## src/smrs_pkg.sv

```systemverilog
// Package for the sensor measurement retry sequencer.
// Holds the field widths, register indexes and action codes. No dependencies.
package smrs_pkg;

  localparam int unsigned DelayW  = 16;
  localparam int unsigned RetryW  = 8;
  localparam int unsigned ActionW = 3;
  localparam int unsigned StateW  = 4;
  localparam int unsigned CfgIdxW = 2;

  localparam logic [DelayW-1:0] IdleDelayRst    = 16'd50;
  localparam logic [DelayW-1:0] MeasureDelayRst = 16'd20;
  localparam logic [RetryW-1:0] MaxRetriesRst   = 8'd3;
  localparam logic [RetryW-1:0] RetrySat        = 8'hFF;

  typedef enum logic [CfgIdxW-1:0] {
    CfgIdleDelay    = 2'd0,
    CfgMeasureDelay = 2'd1,
    CfgMaxRetries   = 2'd2
  } cfg_idx_e;

  typedef enum logic [ActionW-1:0] {
    ActNone      = 3'd0,
    ActStart     = 3'd1,
    ActRead      = 3'd2,
    ActCrc       = 3'd3,
    ActConvert   = 3'd4,
    ActSoftReset = 3'd5
  } action_e;

endpackage

```

## src/sensor_measure_retry_sequencer.sv

```systemverilog
// Sensor measurement retry sequencer: one step of the measurement state machine
// per input transfer, one result transfer per step. Depends on smrs_pkg.
//
// channel | direction | handshake               | payload
// --------+-----------+-------------------------+--------------------------------------
// in      | input     | in_valid_i / in_ready_o | ms_tick_i, bus_ok_i, check_ok_i
// out     | output    | out_valid_o/out_ready_i | action_o, state_now_o, system_fault_o,
//         |           |                         | disabled_o
// cfg     | input     | cfg_valid_i/cfg_ready_o | cfg_index_i, cfg_data_i
//
// One step per cycle unless the output stalls: an input register feeds the state
// update, whose result is registered in the output register.
// Both stages advance together whenever the output register is free or taken,
// so a stalled output holds the input stage and then in_ready_o.
// Reset clears the state machine, counters, valid flags and config registers to
// defaults; the first idle after reset carries no delay. Configuration is always ready.
module sensor_measure_retry_sequencer
  import smrs_pkg::*;
#(
  parameter int unsigned TIMER_BITS = 16
) (
  input  logic               clk_i,
  input  logic               rst_ni,
  input  logic               in_valid_i,
  output logic               in_ready_o,
  input  logic               ms_tick_i,
  input  logic               bus_ok_i,
  input  logic               check_ok_i,
  output logic               out_valid_o,
  input  logic               out_ready_i,
  output logic [ActionW-1:0] action_o,
  output logic [StateW-1:0]  state_now_o,
  output logic               system_fault_o,
  output logic               disabled_o,
  input  logic               cfg_valid_i,
  output logic               cfg_ready_o,
  input  logic [CfgIdxW-1:0] cfg_index_i,
  input  logic [DelayW-1:0]  cfg_data_i
);

  typedef enum logic [StateW-1:0] {
    StIdle     = 4'd0,
    StStart    = 4'd1,
    StWait     = 4'd2,
    StRead     = 4'd3,
    StCrc      = 4'd4,
    StCalc     = 4'd5,
    StRestart  = 4'd6,
    StError    = 4'd7,
    StDisabled = 4'd8
  } state_e;

  logic [DelayW-1:0]     idle_delay_q, measure_delay_q;
  logic [RetryW-1:0]     max_retries_q;

  logic                  s1_valid_q;
  logic                  s1_tick_q, s1_bus_ok_q, s1_check_ok_q;
  logic                  s1_adv;

  state_e                state_q, state_d, prev_q;
  logic [TIMER_BITS-1:0] delay_q, delay_d;
  logic [RetryW-1:0]     retry_q, retry_d, retry_inc;
  action_e               action_d;
  logic                  fault_d;

  logic                  out_valid_q;
  logic [ActionW-1:0]    action_q;
  logic [StateW-1:0]     state_now_q;
  logic                  fault_q, disabled_q;

  function automatic logic [TIMER_BITS-1:0] clamp_delay(input logic [DelayW-1:0] ms);
    logic ovf;
    ovf = (ms >> TIMER_BITS) != '0;
    return ovf ? '1 : TIMER_BITS'(ms);
  endfunction

  assign cfg_ready_o = 1'b1;
  assign s1_adv      = s1_valid_q && (!out_valid_q || out_ready_i);
  assign in_ready_o  = !s1_valid_q || s1_adv;

  always_ff @(posedge clk_i or negedge rst_ni) begin
    if (!rst_ni) begin
      idle_delay_q    <= IdleDelayRst;
      measure_delay_q <= MeasureDelayRst;
      max_retries_q   <= MaxRetriesRst;
    end else if (cfg_valid_i) begin
      case (cfg_index_i)
        CfgIdleDelay:    idle_delay_q    <= cfg_data_i;
        CfgMeasureDelay: measure_delay_q <= cfg_data_i;
        CfgMaxRetries:   max_retries_q   <= cfg_data_i[RetryW-1:0];
        default: ;
      endcase
    end
  end

  always_ff @(posedge clk_i or negedge rst_ni) begin
    if (!rst_ni) begin
      s1_valid_q <= 1'b0;
    end else if (in_ready_o) begin
      s1_valid_q <= in_valid_i;
    end
  end

  always_ff @(posedge clk_i) begin
    if (in_valid_i && in_ready_o) begin
      s1_tick_q     <= ms_tick_i;
      s1_bus_ok_q   <= bus_ok_i;
      s1_check_ok_q <= check_ok_i;
    end
  end

  always_comb begin
    delay_d   = delay_q;
    retry_d   = retry_q;
    action_d  = ActNone;
    fault_d   = 1'b0;
    state_d   = StDisabled;
    retry_inc = (retry_q != RetrySat) ? retry_q + 1'b1 : retry_q;

    if (s1_tick_q && delay_q != '0) begin
      delay_d = delay_q - 1'b1;
    end
    if (state_q != prev_q) begin
      if (state_q == StIdle) begin
        delay_d = clamp_delay(idle_delay_q);
      end else if (state_q == StWait) begin
        delay_d = clamp_delay(measure_delay_q);
      end
    end

    case (state_q)
      StIdle: begin
        state_d = (delay_d == '0) ? StStart : StIdle;
      end
      StStart: begin
        action_d = ActStart;
        state_d  = s1_bus_ok_q ? StWait : StError;
      end
      StWait: begin
        state_d = (delay_d == '0) ? StRead : StWait;
      end
      StRead: begin
        action_d = ActRead;
        state_d  = s1_bus_ok_q ? StCrc : StError;
      end
      StCrc: begin
        action_d = ActCrc;
        state_d  = s1_check_ok_q ? StCalc : StError;
      end
      StCalc: begin
        action_d = ActConvert;
        state_d  = s1_check_ok_q ? StIdle : StError;
      end
      StRestart: begin
        action_d = ActSoftReset;
        state_d  = StIdle;
      end
      StError: begin
        if (retry_inc < max_retries_q) begin
          retry_d = retry_inc;
          state_d = StRestart;
        end else begin
          retry_d = '0;
          fault_d = 1'b1;
          state_d = StDisabled;
        end
      end
      default: begin
        state_d = StDisabled;
      end
    endcase
  end

  always_ff @(posedge clk_i or negedge rst_ni) begin
    if (!rst_ni) begin
      state_q <= StIdle;
      prev_q  <= StIdle;
      delay_q <= '0;
      retry_q <= '0;
    end else if (s1_adv) begin
      state_q <= state_d;
      prev_q  <= state_q;
      delay_q <= delay_d;
      retry_q <= retry_d;
    end
  end

  always_ff @(posedge clk_i or negedge rst_ni) begin
    if (!rst_ni) begin
      out_valid_q <= 1'b0;
    end else if (s1_adv) begin
      out_valid_q <= 1'b1;
    end else if (out_ready_i) begin
      out_valid_q <= 1'b0;
    end
  end

  always_ff @(posedge clk_i) begin
    if (s1_adv) begin
      action_q    <= action_d;
      state_now_q <= state_d;
      fault_q     <= fault_d;
      disabled_q  <= (state_d == StDisabled);
    end
  end

  assign out_valid_o    = out_valid_q;
  assign action_o       = action_q;
  assign state_now_o    = state_now_q;
  assign system_fault_o = fault_q;
  assign disabled_o     = disabled_q;

  a_fault_disables : assert property (@(posedge clk_i) disable iff (!rst_ni)
    out_valid_o && system_fault_o |-> disabled_o)
    else $error("fault reported without halting");

  a_disabled_sticks : assert property (@(posedge clk_i) disable iff (!rst_ni)
    state_q == StDisabled |=> state_q == StDisabled)
    else $error("left the disabled state");

  a_prev_tracks : assert property (@(posedge clk_i) disable iff (!rst_ni)
    s1_adv |=> prev_q == $past(state_q))
    else $error("previous state not tracking");

  a_no_overrun : assert property (@(posedge clk_i) disable iff (!rst_ni)
    out_valid_q && !out_ready_i |=> out_valid_q && $stable(state_now_q))
    else $error("pending result overwritten");

endmodule
```

## config.mk

```make
export PLATFORM = sky130hd
export DESIGN_NAME = sensor_measure_retry_sequencer
export DESIGN_NICKNAME = d
export VERILOG_FILES = /design/src/smrs_pkg.sv /design/src/sensor_measure_retry_sequencer.sv
export SDC_FILE = /design/constraint.sdc
export NUM_CORES = 1
export LEC_CHECK = 0
export BUFFER_PORTS_ARGS = -buffer_cell sky130_fd_sc_hd__buf_2
export CORE_MARGIN = 10
export CORE_UTILIZATION = 38
export CTS_CLUSTER_DIAMETER = 120
export CTS_CLUSTER_SIZE = 24
export DETAILED_ROUTE_END_ITERATION = 16
export GPL_ROUTABILITY_DRIVEN = 0
export PLACE_DENSITY = 0.66
export SYNTH_ARGS = -nofsm -noshare
export SYNTH_HDL_FRONTEND = slang
export SYNTH_SLANG_ARGS = --single-unit
```

## constraint.sdc

```tcl
create_clock -name clk_i -period 3.8 [get_ports clk_i]
set_input_delay 0.57 -clock clk_i [delete_from_list [all_inputs] [get_ports clk_i]]
set_output_delay 0.57 -clock clk_i [all_outputs]
set_load 0.02 [all_outputs]
```

==> qor.csv <==
stage;metric;value;unit
status;status;completed;
critical_path;FF-to-FF path depth;12;
power;pwr dens;705.2;mW/mm^2
critical_path;crit path capture;disabled_o;
timing;Max Slew Vio Count;0;
synthesis;Yosys warning total;0;
timing;clock skew;0.01052;ns
place;PortBufs;36;
power;Overall Power;3.810;mW
layout;Layout Area Growth over Synthesis;14.48;%
timing;RSZ-0062 raised after global routing;false;
clocking;clock tree buffer depth;2;
critical_path;crit path kind;reg -> reg;
clocking;Worst-Skew Late Latency;0.35;ns
timing;final setup fails;0;
clocking;TritonCTS Sinks;86;
grt;first-pass GRT wire length;18010;um
critical_path;worst-path fanout max;5;
floorplanning;die footprint;0.01728;mm^2
synthesis;post-synthesis compound-gate area fraction;15.03;%
place;DP Area;0.005069;mm^2
place;dpl cells;642;
layout;most common cell after layout, fill and taps aside;dfrtp_1;
synthesis;XOR/XNOR share of the synthesized area;0.7423;%
grt;initial antenna violation count;0;
run;max_cap viols;0;
layout;Final Cell Area;0.005403;mm^2
timing;Rel. slew slack;38.37;%
critical_path;crit path from;retry_q[0];
synthesis;Post-Syn Area;0.004720;mm^2
critical_path;slowest CP cell;dfrtp_1;
synthesis;Synthesized Nets;492;
synthesis;Synth Area in Adders;2.651;%
grt;Total GRT Usage;12.51;%
timing;setup TNS;0;ns
clocking;cts hold-fix bufs;0;
clocking;Setup Fix Bufs, Post-CTS;0;
routing;1st-pass router iterations;4;
place;pre-CTS setup slack;0.5856;ns
critical_path;Crit Reg-Reg Startpoint;retry_q[0];
critical_path;Cell Chain, Critical Path;ha_1 > and3_1 > nand3_1 > mux2_2 > ha_1 > o21a_1 > o21ai_0 > a31oi_1 > nor2_1 > o21ai_1 > nor2b_1 > or2_2;
routing;DR iter-0 viols;277;
synthesis;largest family of logic cells by synthesized area;simple AND/OR/NAND/NOR gates;
power;leakage power total;2.250;nW
clocking;H-Tree Depth;3;
critical_path;most used cell, CP;ha_1;
critical_path;slowest cell delay on critical path;0.43;ns
critical_path;CP startpoint kind;flop;
floorplanning;Die Span X;131.4;um
floorplanning;Core Box Area;0.01211;mm^2
synthesis;ys async rst share;86.05;%
critical_path;Arr. time, crit path;3.33;ns
clocking;Worst-path clk slew;0.06;ns
synthesis;cells after synthesis;456;
timing;Fmax;0.3091;GHz
floorplanning;initial core utilization;38.97;%
layout;commonest cells after routing, fill and taps aside;67 x dfrtp_1, 52 x nand2_1, 50 x mux2_2;
synthesis;post-synthesis simple-gate area fraction;17.10;%
layout;Final Core Density;44.61;%
routing;DR WL/cell;15.70;um
floorplanning;DIE HEIGHT;131.4;um
clocking;cts bufs inserted;9;
floorplanning;FP Rows;40;
layout;Layout Cells excl Fill;658;
routing;Via density;5.421;
timing;final hold slack;0.4105;ns
critical_path;register-to-register setup slack;0.56;ns
place;HPWL Detailed;7439;um
timing;crit path time final;3.235;ns
floorplanning;Ports;38;
critical_path;CP required;3.89;ns
worst_hold_path;Worst Hold Class;in -> reg;
critical_path;Critical R2R Capture;disabled_o;
clocking;CTS tree;done;
synthesis;Synth cell types;63;
routing;final WL;10330;um
timing;final clock period utilization by the worst path;85.14;%
layout;Inserted Diodes;0;
power;maximum VDD drop;0.0004687;V
synthesis;#FFs+latches synth;86;
worst_hold_path;hold path cells;1;
routing;vias;3567;
clocking;CTS root buffer;clkbuf_16;
layout;# nets final;521;
grt;grt ovf;0;
timing;Slew @ Worst Pin;0.9244;ns
routing;DRT antenna net count;0;
synthesis;Top FF cell, synth;dfrtp_1;
critical_path;Crit. End Element;flop;
clocking;CTS resizes;0;
layout;ratio of cells with drive above 1 in the final layout;26.12;%
synthesis;syn avg cell area;10.35;um^2
synthesis;Seq/Total Area, Yosys;47.06;%
timing;setup ws final;0.5646;ns
timing;Hold Vio Cnt, Final;0;
routing;DRC;0;
synthesis;mux share of post-synthesis cell area;14.05;%
grt;vias in the first global route;3512;
synthesis;Post-synth EDFFs;12;
grt;largest net degree at the start of global routing;75;
==> kinds of logic (layout without fill, tap and decap cells) <==
family | Yosys count | in the layout
compound gates | 107 | 107
xor+xnor | 4 | 4
fa+ha+maj | 10 | 10
buf+inv | 38 | 72
flops | 86 | 86
mux | 60 | 60
other cells | 1 | 1
simple gates | 150 | 150
==> area by class of cell <==
cell class | instances | area, um^2
clock buffer | 11 | 254.0
inverter | 14 | 52.55
clock inverter | 5 | 80.08
tap | 168 | 210.2
sequential | 86 | 2221
multi-input combinational | 332 | 2360
fill | 1196 | 6709
timing repair buffer | 42 | 225.2
==> worst max-delay path, delay by kind of cell, from the launching register on <==
kind,cells,cell delay [ns]
and+or+nand+nor,5,1.13
muxes,1,0.37
DFF,1,0.43
AOI/OAI and AO/OA,4,0.50
adders and majority gates,2,0.53
==> worst min-delay path by stage <==
stage | startpoint | end | slack (ns)
global route | ms_tick_i | s1_tick_q | 0.39
CTS | check_ok_i | s1_check_ok_q | 0.39
global placement | s1_valid_q | out_valid_o | 0.47
floorplan | rst_ni | delay_q[0] | 0.27
finish | check_ok_i | s1_check_ok_q | 0.41
detailed placement | s1_valid_q | out_valid_o | 0.48
==> flip-flops by register name (all words and copies together), names as in the netlist <==
name,flops
idle_delay_q,16
system_fault_o,1
delay_q,16
retry_q,8
measure_delay_q,16
state_q,4
disabled_o,1
s1_bus_ok_q,1
prev_q,4
s1_check_ok_q,1
max_retries_q,8
out_valid_o,1
s1_valid_q,1
state_now_o,4
action_o,3
s1_tick_q,1
==> synthesized netlist by cell type, drive strengths merged (7+ instances only) <==
library cell,count,share of area [%]
nor2,20,1.6
inv,14,1.1
clkbuf,15,1.2
o21a,7,1.1
nand3,11,1.2
mux2,50,12
mux2i,10,2.1
nand2,52,4.1
o211ai,7,1.1
a31oi,9,1.2
dfstp,7,3.9
a21oi,16,1.7
edfxtp,12,7.6
ha,10,2.7
dfrtp,67,36
a211oi,9,1.4
buf,9,0.98
o21ai,30,3.2
nor3,10,1.2
==> report_power, final <==
part           internal, mW  switching [mW]
Sequential             1.17           0.253
Combinational         0.601           0.802
Clock                 0.615           0.365
Total                  2.39            1.42
==> metal layers <==
metal  vias to the layer above  global-route usage (%)  wire [um]
li1                       1743                       -          -
met1                      1749                   15.72       4696
met2                        62                   19.94       5016
met3                        13                   3.620        436
met4                         0                   4.635        178
met5                         -                       0          0
Note: power is estimated with default switching activity, not from simulation.
